[src/rtal_pkg.sv]
// ----------------------------------------------------------------------------
// rtal_pkg: shared types for the route and ARP lookup engine
// Item formats, function codes and the tokens that walk the cell chains.
// ----------------------------------------------------------------------------
`default_nettype none

package rtal_pkg;

	// Width of the hit index carried along the route chain; covers 256 routes.
	localparam int unsigned RT_IDX_W = 8;

	typedef enum logic [1:0] {
		FUNC_LOOKUP   = 2'd0,
		FUNC_ROUTE_WR = 2'd1,
		FUNC_ARP_WR   = 2'd2
	} func_t;

	typedef struct packed {
		logic [1:0]  func;
		logic [3:0]  entry_index;
		logic [31:0] address;
		logic [31:0] mask;
		logic [31:0] gateway_address;
		logic [47:0] mac_value;
		logic        entry_valid;
	} req_t;

	typedef struct packed {
		logic        route_found;
		logic [3:0]  route_index;
		logic [31:0] next_hop;
		logic        on_link;
		logic        mac_found;
		logic [47:0] next_hop_mac;
	} rsp_t;

	// Write command broadcast to every cell of a chain.
	typedef struct packed {
		logic        en;
		logic [3:0]  index;
		logic [31:0] address;
		logic [31:0] mask;
		logic [31:0] gateway;
		logic [47:0] mac;
		logic        valid;
	} wr_cmd_t;

	// Lookup token moving through the route cells.
	typedef struct packed {
		logic                vld;
		logic                found;
		logic [RT_IDX_W-1:0] idx;
		logic [31:0]         addr;
		logic [31:0]         gw;
	} rt_tok_t;

	// Lookup token moving through the ARP cells.
	typedef struct packed {
		logic        vld;
		logic        route_found;
		logic [3:0]  route_index;
		logic [31:0] next_hop;
		logic        on_link;
		logic        mac_found;
		logic [47:0] mac;
	} arp_tok_t;

endpackage

`default_nettype wire

[src/rtal_arp_cell.sv]
// ----------------------------------------------------------------------------
// rtal_arp_cell: one ARP cache slot
// Holds one address to MAC binding and resolves the passing next hop.
// ----------------------------------------------------------------------------
`default_nettype none

module rtal_arp_cell #(
	parameter int unsigned INDEX = 0
) (
	input  wire logic               clk,
	input  wire logic               arst_n,
	input  wire logic               adv,
	input  wire rtal_pkg::wr_cmd_t  wr,
	input  wire rtal_pkg::arp_tok_t tok_in,
	output rtal_pkg::arp_tok_t      tok_out
);

	logic [31:0]        address_q;
	logic [47:0]        mac_q;
	logic               valid_q;
	logic               sel;
	logic               hit;
	rtal_pkg::arp_tok_t tok_nxt;
	rtal_pkg::arp_tok_t tok_q;

	assign sel = wr.en && (32'(wr.index) == 32'(INDEX));

	always_ff @(posedge clk or negedge arst_n) begin
		if (!arst_n) begin
			valid_q <= 1'b0;
		end else if (sel) begin
			valid_q <= wr.valid;
		end
	end

	always_ff @(posedge clk) begin
		if (sel) begin
			address_q <= wr.address;
			mac_q     <= wr.mac;
		end
	end

	// A failed route lookup never searches the cache.
	assign hit = tok_in.route_found && !tok_in.mac_found && valid_q &&
		(tok_in.next_hop == address_q);

	always_comb begin
		tok_nxt = tok_in;
		if (hit) begin
			tok_nxt.mac_found = 1'b1;
			tok_nxt.mac       = mac_q;
		end
	end

	always_ff @(posedge clk or negedge arst_n) begin
		if (!arst_n) begin
			tok_q <= '0;
		end else if (adv) begin
			tok_q <= tok_nxt;
		end
	end

	assign tok_out = tok_q;

endmodule

`default_nettype wire

[config.mk]
export PLATFORM = sky130hd
export DESIGN_NAME = rtal_arp_cell
export DESIGN_NICKNAME = d
export VERILOG_FILES = /design/src/rtal_pkg.sv /design/src/rtal_arp_cell.sv
export SDC_FILE = /design/constraint.sdc
export NUM_CORES = 1
export LEC_CHECK = 0
export BUFFER_PORTS_ARGS = -buffer_cell sky130_fd_sc_hd__buf_2
export CAP_MARGIN = 0
export CORE_MARGIN = 3
export CORE_UTILIZATION = 42
export CTS_CLUSTER_DIAMETER = 30
export DETAILED_ROUTE_END_ITERATION = 8
export HOLD_SLACK_MARGIN = 0.1
export PLACE_DENSITY_LB_ADDON = 0.3
export SLEW_MARGIN = 25
export SYNTH_ARGS = -nofsm -noshare
export SYNTH_HDL_FRONTEND = slang
export SYNTH_SLANG_ARGS = --single-unit
[constraint.sdc]
create_clock -name clk -period 1.88 [get_ports clk]
set_input_delay 0.282 -clock clk [delete_from_list [all_inputs] [get_ports clk]]
set_output_delay 0.282 -clock clk [all_outputs]
set_load 0.1 [all_outputs]
==> impl_results.md <==
* Root Buffer: clkbuf_16
* Worst reg-to-reg setup slack at -0.19 ns
* Post-route DRC at 0
* Share of total power in the clock network at 0.339
* Final setup vio count at 48
* Total placed cells including tap cells at 956
* GRT overflow at 0
* Critical path buffers and inverters at 1
* H-tree depth at 4
* Power per Cell Area at 974 nW/µm²
* Status: finished, violations left
* Die Wd at 134 µm
* Final Critical Period at 2.07 ns
* Largest net degree at the start of global routing at 81
* Worst skew pair latency at 0.42 ns
* Post-route ant nets at 0
* Psw at 3.30 mW
* FP Rows at 46
* CP arrival at 2.36 ns
* Seq/Total Area, Yosys at 0.673
* Fill count at 1198
* Register area at 4630 µm²
* Antenna cells at 0
* Placer congestion estimate at 0.831
* Crit path max-delay family: simple AND/OR/NAND/NOR gates
* Fin crit share at 1.10
* Die area at 17900 µm²
* Final Hold Fails at 0
* Ports at 329
* Area grow syn2layout at 48.9%
* Final setup margin at -0.191 ns
* Number of global-route vias before repair at 6003
* Compound-Gate Fraction of Synth Area at 0.105
* Crit. End Element: register
* CTS Sinks at 169
* Simple-Gate Fraction of Synth Area at 0.0857
* Rel. slew slack at 0.642
* Multiplexer share of the synthesized area at 0.0655
* CTS Buffer Depth at 2
* Initial cell density of the core at 0.431
* Via count at 5667
* Flops & latches, synth at 169
* CTS tree: done
* Hold Crit Endpoint: tok_out[81]
* Vias/cell at 5.25
* Yosys warning total at 0
* Layout Skew at 0.0116 ns
* Netlist cell types at 24
* Initial antenna violation count at 0
* R2R cell count at 6
* Critical path data required time at 2.17 ns
* Mapped cell area at 6880 µm²
* Worst-Margin Slew at 0.537 ns
* IO Port Bufs at 264
* Total power at 9.98 mW
* HPWL after detailed placement at 12900 µm
* First-pass GRT wire length at 30800 µm
* Total Nets Final at 1092
* GRT Total Usage at 0.218
* Post-synthesis adder-cell area fraction at 0
* Failing checks: negative setup slack
* Startpoint Class: register
* Switching part of the total at 0.331
* Layout cells sized above 1 at 0.456
* Critical path peak fanout at 48
* Synth Net Count at 741
* Core area at 15900 µm²
* Hold Crit Depth at 2
* Layout Cells excl Fill at 1080
* Post-Synth XOR/XNOR Area at 0.0408
* DR WL/cell at 17.9 µm
* Worst hold path class: input pin to register
* FF-to-FF End: tok_out[15]
* Critical path's slowest cell: or4_4
* RSZ-0062 raised after global routing: true
* 1st-iter DRT viols at 255
* Crit path kind: register to register
* Fmax at 483 MHz
* Reg clk slew, reported paths at 0.06 ns
* Max-Cap Viols at 0
* R2r startpoint: address_q[3]
* Internal at 6.68 mW
* Synthesized instance count at 500
* Leak at 4.15 nW
* Largest family of logic cells by synthesized area: compound AO/OA/AOI/OAI gates
* Syn Area/Cell at 13.8 µm²
* Count of final max-slew check failures at 0
* Slowest stage delay, CP at 0.58 ns
* TritonCTS Buffers at 17
* Sequential power share at 0.422
* Multi-input gate area at 2200 µm²
* Hold Crit Start: tok_in[81]
* Worst VDD drop at 0.609 mV
* Routed wire length at 19400 µm
* Die span in y at 134 µm
* Comb pwr share at 0.240
* Cell Chain, Critical Path: xnor2_1 > nand4_1 > or4_4 > buf_12 > o31ai_1 > a31oi_1
* DR pass1 iterations at 4
timing repair:
| item | in CTS | in global routing |
|---|---|---|
| endpoints found under the setup margin | 48 | 49 |
| resized for setup | 4 | 21 |
| cloned | 0 | 0 |
| endpoints found under the hold margin | 125 | 0 |
| pin swaps | 0 | 2 |
| setup buffers | 0 | 2 |
| hold buffers | 90 | 0 |
power by group through the flow:
stage	clock [mW]	combinational, mW	sequential (mW)
after floorplan	0	0.322	5.59
after global placement	0	2.20	4.27
after detailed placement	0	2.22	4.28
after CTS	3.45	2.37	4.21
after global routing	3.62	2.49	4.23
final	3.38	2.39	4.21
worst max path at each step:
stage,to,start,cells after the start
final,tok_out[15],address_q[3],6
after global routing,tok_out[26],address_q[20],6
after CTS,tok_out[11],address_q[4],6
after detailed placement,tok_out[8],tok_in[53],7
after global placement,tok_out[4],tok_in[69],7
after floorplan,tok_out[27],address_q[25],7
worst register-to-register path, delay by kind of cell (launching register included):
family / cells / cell delay (ns)
AOI/OAI and AO/OA: 2 / 0.43
DFF: 1 / 0.38
buffers and inverters: 1 / 0.21
xor gates and xnor gates: 1 / 0.17
and+or+nand+nor: 2 / 0.74
area by class of cell:
cell class | count | share of cell area
well taps | 216 | 0.0264
clock buffers | 21 | 0.0440
repair buffers | 379 | 0.251
flip-flops and latches | 169 | 0.452
clock inverters | 11 | 0.0118
multi-input cells | 284 | 0.215
per-stage QoR:
| step | utilization | setup TNS, ns | area [µm²] | hold WS (ns) | setup slack [ns] |
|---|---|---|---|---|---|
| floorplan | - | -0.0542 | 6890 | -0.0136 | -0.00542 |
| global placement | 0.540 | -5.20 | 8610 | 0.301 | -0.130 |
| detailed placement | 0.540 | -7.40 | 8610 | 0.301 | -0.214 |
| CTS | 0.634 | -6.97 | 10100 | 0.103 | -0.190 |
| global route | 0.642 | -12.33 | 10200 | 0.109 | -0.288 |
| finish | 0.642 | -7.41 | 10200 | 0.120 | -0.191 |
cell usage after synthesis:
| cell | count | area [µm²] |
|---|---|---|
| xnor2_1 | 19 | 166 |
| buf_4 | 2 | 15.0 |
| and3_1 | 1 | 6.26 |
| or4_1 | 1 | 7.51 |
| xor2_1 | 13 | 114 |
| buf_1 | 2 | 7.51 |
| nand3_1 | 1 | 5.00 |
| buf_2 | 5 | 25.0 |
| nor4_1 | 5 | 31.3 |
| a21oi_1 | 1 | 5.00 |
| nand2_1 | 1 | 3.75 |
| and2_1 | 1 | 6.26 |
| dfrtp_1 | 89 | 2230 |
| o31ai_1 | 38 | 285 |
| o31ai_2 | 10 | 125 |
| a31oi_1 | 49 | 307 |
| edfxtp_1 | 80 | 2400 |
| nor2_1 | 49 | 184 |
| mux2_2 | 40 | 450 |
| and4_1 | 1 | 8.76 |
| clkbuf_1 | 36 | 135 |
| buf_6 | 2 | 22.5 |
| nor3_1 | 1 | 5.00 |
| nand4_1 | 53 | 332 |
per-layer routing:
metal	vias to the layer above	GRT usage	wire, µm
met3	33	0.0574	1690
li1	2632	-	-
met1	2727	0.262	7610
met5	-	0	0
met2	275	0.373	9660
met4	0	0.0886	402
kinds of logic (layout without fill, tap and decap cells):
logic type                count (synthesis)  count (layout)
buffers and inverters                    47             411
xor gates and xnor gates                 32              32
AOI/OAI and AO/OA                        98              98
muxes                                    40              40
DFF                                     169             169
and+or+nand+nor                         114             114
layout by cell type (no fill, tap or decap), types with 2 or more instances in the layout:
| master | n |
|---|---|
| o31ai_1 | 22 |
| clkinv_2 | 3 |
| nand4_1 | 53 |
| edfxtp_1 | 80 |
| nor4_2 | 2 |
| clkinv_4 | 3 |
| buf_2 | 262 |
| bufinv_16 | 2 |
| buf_12 | 12 |
| dlygate4sd3_1 | 90 |
| xor2_1 | 13 |
| o31ai_2 | 25 |
| buf_4 | 14 |
| clkbuf_1 | 3 |
| xnor2_2 | 2 |
| nor2_1 | 49 |
| xnor2_1 | 17 |
| clkbuf_16 | 17 |
| a31oi_1 | 48 |
| dfrtp_1 | 89 |
| nor4_1 | 2 |
| mux2_2 | 40 |
state kept, by name, summed over array words and instances (netlist names):
signal / flops
tok_out: 88
mac_q: 48
address_q: 32
valid_q: 1
(Power assumes the default switching activity.)
