<file path="src/rtal_pkg.sv">
// ----------------------------------------------------------------------------
// rtal_pkg: shared types for the route and ARP lookup engine
// Item formats, function codes and the tokens that walk the cell chains.
// ----------------------------------------------------------------------------
`default_nettype none

package rtal_pkg;

	// Width of the hit index carried along the route chain; covers 256 routes.
	localparam int unsigned RT_IDX_W = 8;

	typedef enum logic [1:0] {
		FUNC_LOOKUP   = 2'd0,
		FUNC_ROUTE_WR = 2'd1,
		FUNC_ARP_WR   = 2'd2
	} func_t;

	typedef struct packed {
		logic [1:0]  func;
		logic [3:0]  entry_index;
		logic [31:0] address;
		logic [31:0] mask;
		logic [31:0] gateway_address;
		logic [47:0] mac_value;
		logic        entry_valid;
	} req_t;

	typedef struct packed {
		logic        route_found;
		logic [3:0]  route_index;
		logic [31:0] next_hop;
		logic        on_link;
		logic        mac_found;
		logic [47:0] next_hop_mac;
	} rsp_t;

	// Write command broadcast to every cell of a chain.
	typedef struct packed {
		logic        en;
		logic [3:0]  index;
		logic [31:0] address;
		logic [31:0] mask;
		logic [31:0] gateway;
		logic [47:0] mac;
		logic        valid;
	} wr_cmd_t;

	// Lookup token moving through the route cells.
	typedef struct packed {
		logic                vld;
		logic                found;
		logic [RT_IDX_W-1:0] idx;
		logic [31:0]         addr;
		logic [31:0]         gw;
	} rt_tok_t;

	// Lookup token moving through the ARP cells.
	typedef struct packed {
		logic        vld;
		logic        route_found;
		logic [3:0]  route_index;
		logic [31:0] next_hop;
		logic        on_link;
		logic        mac_found;
		logic [47:0] mac;
	} arp_tok_t;

endpackage

`default_nettype wire

</file>
<file path="src/rtal_route_cell.sv">
// ----------------------------------------------------------------------------
// rtal_route_cell: one route table slot
// Holds one route and tests the passing token against it, first match wins.
// ----------------------------------------------------------------------------
`default_nettype none

module rtal_route_cell #(
	parameter int unsigned INDEX = 0
) (
	input  wire logic              clk,
	input  wire logic              arst_n,
	input  wire logic              adv,
	input  wire rtal_pkg::wr_cmd_t wr,
	input  wire rtal_pkg::rt_tok_t tok_in,
	output rtal_pkg::rt_tok_t      tok_out
);

	logic [31:0]       network_q;
	logic [31:0]       mask_q;
	logic [31:0]       gateway_q;
	logic              valid_q;
	logic              sel;
	logic              hit;
	rtal_pkg::rt_tok_t tok_nxt;
	rtal_pkg::rt_tok_t tok_q;

	assign sel = wr.en && (32'(wr.index) == 32'(INDEX));

	always_ff @(posedge clk or negedge arst_n) begin
		if (!arst_n) begin
			valid_q <= 1'b0;
		end else if (sel) begin
			valid_q <= wr.valid;
		end
	end

	always_ff @(posedge clk) begin
		if (sel) begin
			network_q <= wr.address;
			mask_q    <= wr.mask;
			gateway_q <= wr.gateway;
		end
	end

	assign hit = !tok_in.found && valid_q && ((tok_in.addr & mask_q) == network_q);

	always_comb begin
		tok_nxt = tok_in;
		if (hit) begin
			tok_nxt.found = 1'b1;
			tok_nxt.idx   = rtal_pkg::RT_IDX_W'(INDEX);
			tok_nxt.gw    = gateway_q;
		end
	end

	always_ff @(posedge clk or negedge arst_n) begin
		if (!arst_n) begin
			tok_q <= '0;
		end else if (adv) begin
			tok_q <= tok_nxt;
		end
	end

	assign tok_out = tok_q;

endmodule

`default_nettype wire

</file>
<file path="config.mk">
export PLATFORM = sky130hd
export DESIGN_NAME = rtal_route_cell
export DESIGN_NICKNAME = d
export VERILOG_FILES = /design/src/rtal_pkg.sv /design/src/rtal_route_cell.sv
export SDC_FILE = /design/constraint.sdc
export NUM_CORES = 1
export LEC_CHECK = 0
export ABC_AREA = 0
export BUFFER_PORTS_ARGS = -buffer_cell sky130_fd_sc_hd__buf_4
export CORE_MARGIN = 2
export CORE_UTILIZATION = 51
export CTS_BUF_LIST = sky130_fd_sc_hd__clkbuf_16
export CTS_CLUSTER_SIZE = 28
export DETAILED_ROUTE_END_ITERATION = 8
export PLACE_DENSITY = 0.9
export RECOVER_POWER = 50
export SLEW_MARGIN = 15
export SYNTH_ARGS = -nofsm -noshare
export SYNTH_HDL_FRONTEND = slang
export SYNTH_SLANG_ARGS = --single-unit
</file>
<file path="constraint.sdc">
create_clock -name clk -period 4.4 [get_ports clk]
set_clock_uncertainty 0.1 [all_clocks]
set_input_delay 0.44 -clock clk [delete_from_list [all_inputs] [get_ports clk]]
set_output_delay 0.44 -clock clk [all_outputs]
set_load 0.1 [all_outputs]
</file>
==> qor.csv, run 1 <==
stage,metric,value,unit
run_status,violated checks,"max-capacitance violations, max-slew violations",
clock_tree,CTS tree,done,
timing,period utilization,68.5,%
detailed_routing,Antenna Nets Post-Route,0,
power_and_ir_drop,LEAKAGE,3.89,nW
logic_synthesis,Post-Synthesis Cell Area,6660,µm²
detailed_routing,1st-iter DRT viols,384,
die,core outline area,12700,µm²
clock_tree,Clk Tree Root Cell,clkbuf_16,
detailed_routing,DR WL met2,9490,µm
hold_path,Min-Delay Endpoint,network_q[19],
timing,PnR worst setup slack,1380,ps
timing,Slew headroom,-33.9,%
hold_path,Min-Delay Path Class,in -> reg,
clock_tree,Clock Tree Buf Depth,2,
logic_synthesis,"Seq/Total Area, Yosys",71.5,%
cells_and_area,"commonest non-fill, non-tap cell in the layout",buf_4,
power_and_ir_drop,power per cell area,456,nW/µm²
run_status,status,"finished, violations left",
setup_path,crit end category,flip-flop,
detailed_routing,DR vias/cell,5.67,
setup_path,Critical R2R Capture,tok_out[22],
placed_design,Post-DP HPWL,12400,µm
clock_tree,htree depth,4,
setup_path,Worst Path Max Fanout,35,
clock_tree,Resized cells post-CTS,0,
timing,fin. max-slew vios,109,
die,io pins,301,
clock_tree,Worst-Skew Late Latency,420,ps
timing,final setup fails,0,
global_routing,global-route wire length before repair,27800,µm
clock_tree,Post CTS Setup Buffer Count,0,
placed_design,IO Port Bufs,252,
global_routing,initial antenna violation count,0,
die,floorplan die height,118,µm
global_routing,largest net degree at the start of global routing,76,
logic_synthesis,Yosys top cell area share,43.3,%
logic_synthesis,dominant cell type by area after synthesis,edfxtp_1,
detailed_routing,Highest Signal Layer,met4,
global_routing,GRT overflow,0,
job,maxcap violations,2,
setup_path,worst-path cell chain,"clkbuf_4, nor4_1, and2_0, buf_4",
timing,RSZ-0062 raised after global routing,no,
placed_design,GP Congestion,0.770,
setup_path,Worst Path Required,4360,ps
logic_synthesis,Post-Synthesis Net Count,695,
setup_path,startpoint type of the worst setup path,input pin,
timing,WHS,109,ps
detailed_routing,drc violations,0,
clock_tree,TritonCTS Sinks,171,
power_and_ir_drop,worst IR drop on VDD,300,µV
logic_synthesis,top post-synthesis cells by area,"edfxtp_1 (43%), dfrtp_1 (28%), mux2_2 (5.8%)",
global_routing,GR Util All Layers,26.0,%
setup_path,Critical Path AT,2980,ps
global_routing,vias in the first global route,5462,
cells_and_area,ant diodes,0,
placed_design,pre-CTS setup slack,1660,ps
logic_synthesis,cells after synthesis,468,
timing,Worst-Margin Slew,2010,ps
hold_path,Min-Delay Path Depth,1,
die,Starting Density,52.5,%
detailed_routing,Metal-1 WL,6090,µm
setup_path,worst r2r src,mask_q[4],
timing,Peak Freq,0.332,GHz
cells_and_area,"leading cell types in the layout, fill and taps excluded","buf_4 (159), clkbuf_4 (97), edfxtp_1 (96), dfrtp_1 (75), nand3_1 (38)",
setup_path,Register-to-Register Path Depth,6,
detailed_routing,met3 WL,1310,µm
timing,final critical-path required period,3020,ps
die,die area,14000,µm²
clock_tree,total CTS buffers,17,
setup_path,max incr delay on CP,1510,ps
clock_tree,clock-pin slew on the worst setup and hold paths,60,ps
timing,Hold Fails Final Rpt,0,
setup_path,"Slowest-stage cell, CP",and2_0,
setup_path,flop2flop setup slack,1780,ps
detailed_routing,wire length per cell,19.7,µm
detailed_routing,TritonRoute pass-1 iters,5,
clock_tree,Hold Buf Count CTS,0,
hold_path,Worst Hold Launch,wr[132],
logic_synthesis,syn avg cell area,14.2,µm²
detailed_routing,WL final,17800,µm
timing,setup_tns,0,ps
setup_path,critical path class,in -> reg,
logic_synthesis,synth warn,0,
die,FP Rows,41,
detailed_routing,Vias,5116,
die,chip width,118,µm
logic_synthesis,synthesized flop and latch total,171,
cells_and_area,Nets,945,
cells_and_area,Layout area overhead,39.5,%
logic_synthesis,Netlist cell types,31,
cells_and_area,layout cells sized above 1,45.3,%
## cell families after synthesis
family                 Yosys count  share of synthesized area, %
flip-flops                     171                          71.5
XOR/XNOR                         5                         0.658
multiplexers                    34                          5.75
AND/OR/NAND/NOR                117                          9.48
buffers and inverters           26                          1.86
AO/OA/AOI/OAI                  115                          10.7
## cell type report
type	count	area [µm²]
clock buffer	17	425
clock inverter	14	181
fill	803	3390
multi-input combinational	271	1780
sequential	171	4760
tap	172	215
timing repair buffer	257	1930
## sequential cells by signal, summed over array words and instances, names as in the netlist
name       count
gateway_q     32
mask_q        32
network_q     32
valid_q        1
tok_out       74
## worst max-delay path by stage
stage	startpoint	slack, ps	cells past startpoint	endpoint
3_3_place_gp	tok_in[47]	1790	8	tok_out[68]
5_1_grt	wr[146]	1090	4	network_q[22]
6_report	wr[146]	1380	4	network_q[22]
4_1_cts	mask_q[4]	1790	6	tok_out[22]
2_1_floorplan	wr[146]	730	3	valid_q
3_5_place_dp	tok_in[36]	1660	8	tok_out[64]
## worst max-delay path, delay by kind of cell
kind	cells	cell delay, ps
AND/OR/NAND/NOR	2	1760
buffers and inverters	2	730
## cells in the mapped netlist
cell type,n
edfxtp_1,96
dfrtp_1,75
nand3_1,39
mux2_2,34
nor2_1,33
a31oi_1,32
o21ai_0,22
clkbuf_1,20
a21oi_1,17
and3_1,16
o21ai_1,11
nor2b_1,9
a31o_2,8
a211oi_1,6
a21boi_0,6
a21o_1,6
and3b_1,6
o22a_1,6
nand2_1,4
buf_6,3
nand4_1,3
xor2_1,3
clkbuf_2,2
nand2_2,2
or4_4,2
xnor2_1,2
and2_1,1
buf_2,1
nor4_1,1
nor4_4,1
o22ai_1,1
## metal layers
layer,vias up,track usage [%]
li1,2279,-
met4,0,14.6
met3,70,7.58
met2,287,46.5
met5,-,0
met1,2480,27.3
## power by group
group | switching (mW) | internal (mW)
Combinational | 0.630 | 0.240
Sequential | 0.0462 | 1.78
Clock | 0.594 | 0.940
Total | 1.27 | 2.96
## per-stage QoR
step	total power [mW]	cells	util, %	area, µm²
after floorplan	2.44	468	-	6660
after global placement	2.71	871	68.5	8680
after detailed placement	2.73	871	68.5	8680
after CTS	4.26	902	73.3	9290
after global routing	4.35	902	73.3	9290
final	4.23	902	73.3	9290
No activity file was read; power rests on OpenSTA's default activity.
==> run 2: changes to the inputs <==
--- a/config.mk
+++ b/config.mk
@@ -8,11 +8,11 @@
 export ABC_AREA = 0
 export BUFFER_PORTS_ARGS = -buffer_cell sky130_fd_sc_hd__buf_4
 export CORE_MARGIN = 2
-export CORE_UTILIZATION = 51
+export CORE_UTILIZATION = 42
 export CTS_BUF_LIST = sky130_fd_sc_hd__clkbuf_16
 export CTS_CLUSTER_SIZE = 28
 export DETAILED_ROUTE_END_ITERATION = 8
-export PLACE_DENSITY = 0.9
+export PLACE_DENSITY = 0.8
 export RECOVER_POWER = 50
 export SLEW_MARGIN = 15
 export SYNTH_ARGS = -nofsm -noshare
==> constraint.sdc (replaced) <==
create_clock -name clk -period 2.61 [get_ports clk]
set_clock_uncertainty 0.1 [all_clocks]
set_input_delay 0.261 -clock clk [delete_from_list [all_inputs] [get_ports clk]]
set_output_delay 0.261 -clock clk [all_outputs]
set_load 0.1 [all_outputs]
==> run 2 against run 1 <==
Compared with the run above:
- the flow now finishes without violations
- non-clock buffer count rose by 147
- first-iteration DRC count fell by 16%
- setup slack got worse by 1400 ps
- clock-buffer cell count did not move
- critical path depth rose by 4
- via count rose by 15%
- largest cell class unchanged
- largest power group unchanged
==> qor.csv, run 2 (same netlist as run 1, synthesis figures left out) <==
stage,metric,value,unit
cells_and_area,Layout area overhead,62.8,%
detailed_routing,TritonRoute pass-1 iters,5,
setup_path,crit end category,flip-flop,
power_and_ir_drop,Switch Pwr,2.35,mW
global_routing,initial antenna violation count,0,
setup_path,worst-path cell chain,"dlygate4sd3_1, buf_4, a21oi_1, o21ai_1, or4_4, or4_4, o21ai_0, a31oi_1",
detailed_routing,Vias,5865,
die,core outline area,15700,µm²
setup_path,Critical Path AT,2790,ps
placed_design,DP Area,8800,µm²
power_and_ir_drop,Int Pwr,5.08,mW
placed_design,GP Congestion,0.777,
detailed_routing,Metal-1 WL,8030,µm
die,io pins,301,
clock_tree,total CTS buffers,17,
clock_tree,CTS tree,done,
cells_and_area,"commonest non-fill, non-tap cell in the layout",buf_4,
timing,Worst-Margin Slew,1030,ps
hold_path,Min-Delay Endpoint,tok_out[28],
hold_path,Min-Delay Path Depth,3,
clock_tree,Clock Tree Buf Depth,2,
timing,RSZ-0062 raised after global routing,yes,
power_and_ir_drop,Reg power frac,41.6,%
setup_path,flop2flop setup slack,150,ps
power_and_ir_drop,worst IR drop on VDD,478,µV
die,FP Rows,46,
detailed_routing,1st-iter DRT viols,324,
setup_path,"Slowest-stage cell, CP",or4_4,
setup_path,startpoint type of the worst setup path,input pin,
setup_path,Critical R2R Capture,tok_out[12],
timing,fin. max-slew vios,0,
timing,WHS,17.1,ps
clock_tree,Clk Tree Root Cell,clkbuf_16,
power_and_ir_drop,Comb power frac,22.4,%
timing,Peak Freq,0.386,GHz
global_routing,largest net degree at the start of global routing,76,
die,floorplan die height,130,µm
timing,period utilization,99.2,%
power_and_ir_drop,switch share,31.6,%
setup_path,max incr delay on CP,650,ps
clock_tree,htree depth,4,
setup_path,Worst path most repeated cell,or4_4,
cells_and_area,Finished Cell Area,10800,µm²
setup_path,Worst Path Required,2810,ps
power_and_ir_drop,LEAKAGE,4.49,nW
global_routing,global-route wire length before repair,31700,µm
hold_path,Min-Delay Path Class,in -> reg,
detailed_routing,met3 WL,1710,µm
power_and_ir_drop,power per cell area,685,nW/µm²
job,maxcap violations,0,
timing,final setup fails,0,
setup_path,Worst Path Max Fanout,8,
run_status,status,finished clean,
timing,Slew headroom,31.7,%
setup_path,worst r2r src,mask_q[12],
clock_tree,TritonCTS Sinks,171,
clock_tree,Worst-Skew Late Latency,430,ps
cells_and_area,Nets,1094,
global_routing,vias in the first global route,6192,
cells_and_area,Largest register FFs,74,
setup_path,Register-to-Register Path Depth,7,
global_routing,GR Util All Layers,25.1,%
die,die area,16900,µm²
cells_and_area,"leading cell types in the layout, fill and taps excluded","buf_4 (161), dlygate4sd3_1 (139), clkbuf_4 (98), edfxtp_1 (96), dfrtp_1 (75)",
global_routing,GRT overflow,0,
placed_design,Post-DP HPWL,12300,µm
detailed_routing,Highest Signal Layer,met4,
setup_path,critical path class,in -> reg,
cells_and_area,Final Util,69.0,%
cells_and_area,layout cells sized above 1,38.9,%
detailed_routing,drc violations,0,
clock_tree,clock-pin slew on the worst setup and hold paths,70,ps
die,Starting Density,42.4,%
placed_design,IO Port Bufs,252,
power_and_ir_drop,Clk network pwr share,36.0,%
detailed_routing,WL final,21600,µm
die,chip width,130,µm
detailed_routing,Antenna Nets Post-Route,0,
timing,final critical-path required period,2590,ps
detailed_routing,DR WL met2,11200,µm
detailed_routing,wire length per cell,19.7,µm
cells_and_area,ant diodes,0,
detailed_routing,DR vias/cell,5.35,
hold_path,Worst Hold Launch,tok_in[28],
timing,Hold Fails Final Rpt,0,
run 2: power by group through the flow:
stage                     clock [mW]  combinational, mW  sequential (mW)
after detailed placement           0               1.48             3.13
after global placement             0               1.46             3.12
after CTS                       2.68               1.66             3.08
after floorplan                    0              0.190             3.92
after global routing            2.81               1.73             3.10
final                           2.67               1.66             3.09
run 2: cell type report:
class | count | area [µm²]
clock buffer | 17 | 425
tap | 216 | 270
timing repair buffer | 404 | 3400
sequential | 171 | 4760
fill | 989 | 4880
clock inverter | 15 | 189
multi-input combinational | 273 | 1790
run 2: how the worst max path moves through the flow:
stage          startpoint     endpoint
3_5_place_dp   tok_in[43]  tok_out[31]
6_report       tok_in[47]   tok_out[9]
3_3_place_gp   tok_in[43]   tok_out[3]
5_1_grt        tok_in[47]  tok_out[22]
2_1_floorplan     wr[146]      valid_q
4_1_cts        tok_in[47]  tok_out[31]
run 2: worst max-delay path: cells and delay by family:
family	cells	cell delay [ps]
compound gates	4	640
buf+inv	2	680
simple gates	2	1210
run 2: routing by layer:
| layer | up-vias | GRT usage (%) |
|---|---|---|
| li1 | 2595 | - |
| met1 | 2840 | 27.8 |
| met3 | 62 | 6.36 |
| met2 | 368 | 45.1 |
| met5 | - | 0 |
| met4 | 0 | 11.8 |
run 2: stage by stage:
step	instances	total power, mW	TNS [ps]	setup slack, ps
2_1_floorplan	468	4.11	0	190
6_report	1096	7.43	0	20.2
3_3_place_gp	920	4.58	0	183
5_1_grt	1096	7.64	-168	-44.3
3_5_place_dp	920	4.62	0	94.0
4_1_cts	1091	7.41	0	42.4
run 2: timing repair:
action | in CTS | in global routing
gates resized for setup | 0 | 8
endpoints found under the setup margin | 0 | 32
buffers inserted | 0 | 3
endpoints found under the hold margin | 213 | 0
hold buffers | 139 | 0
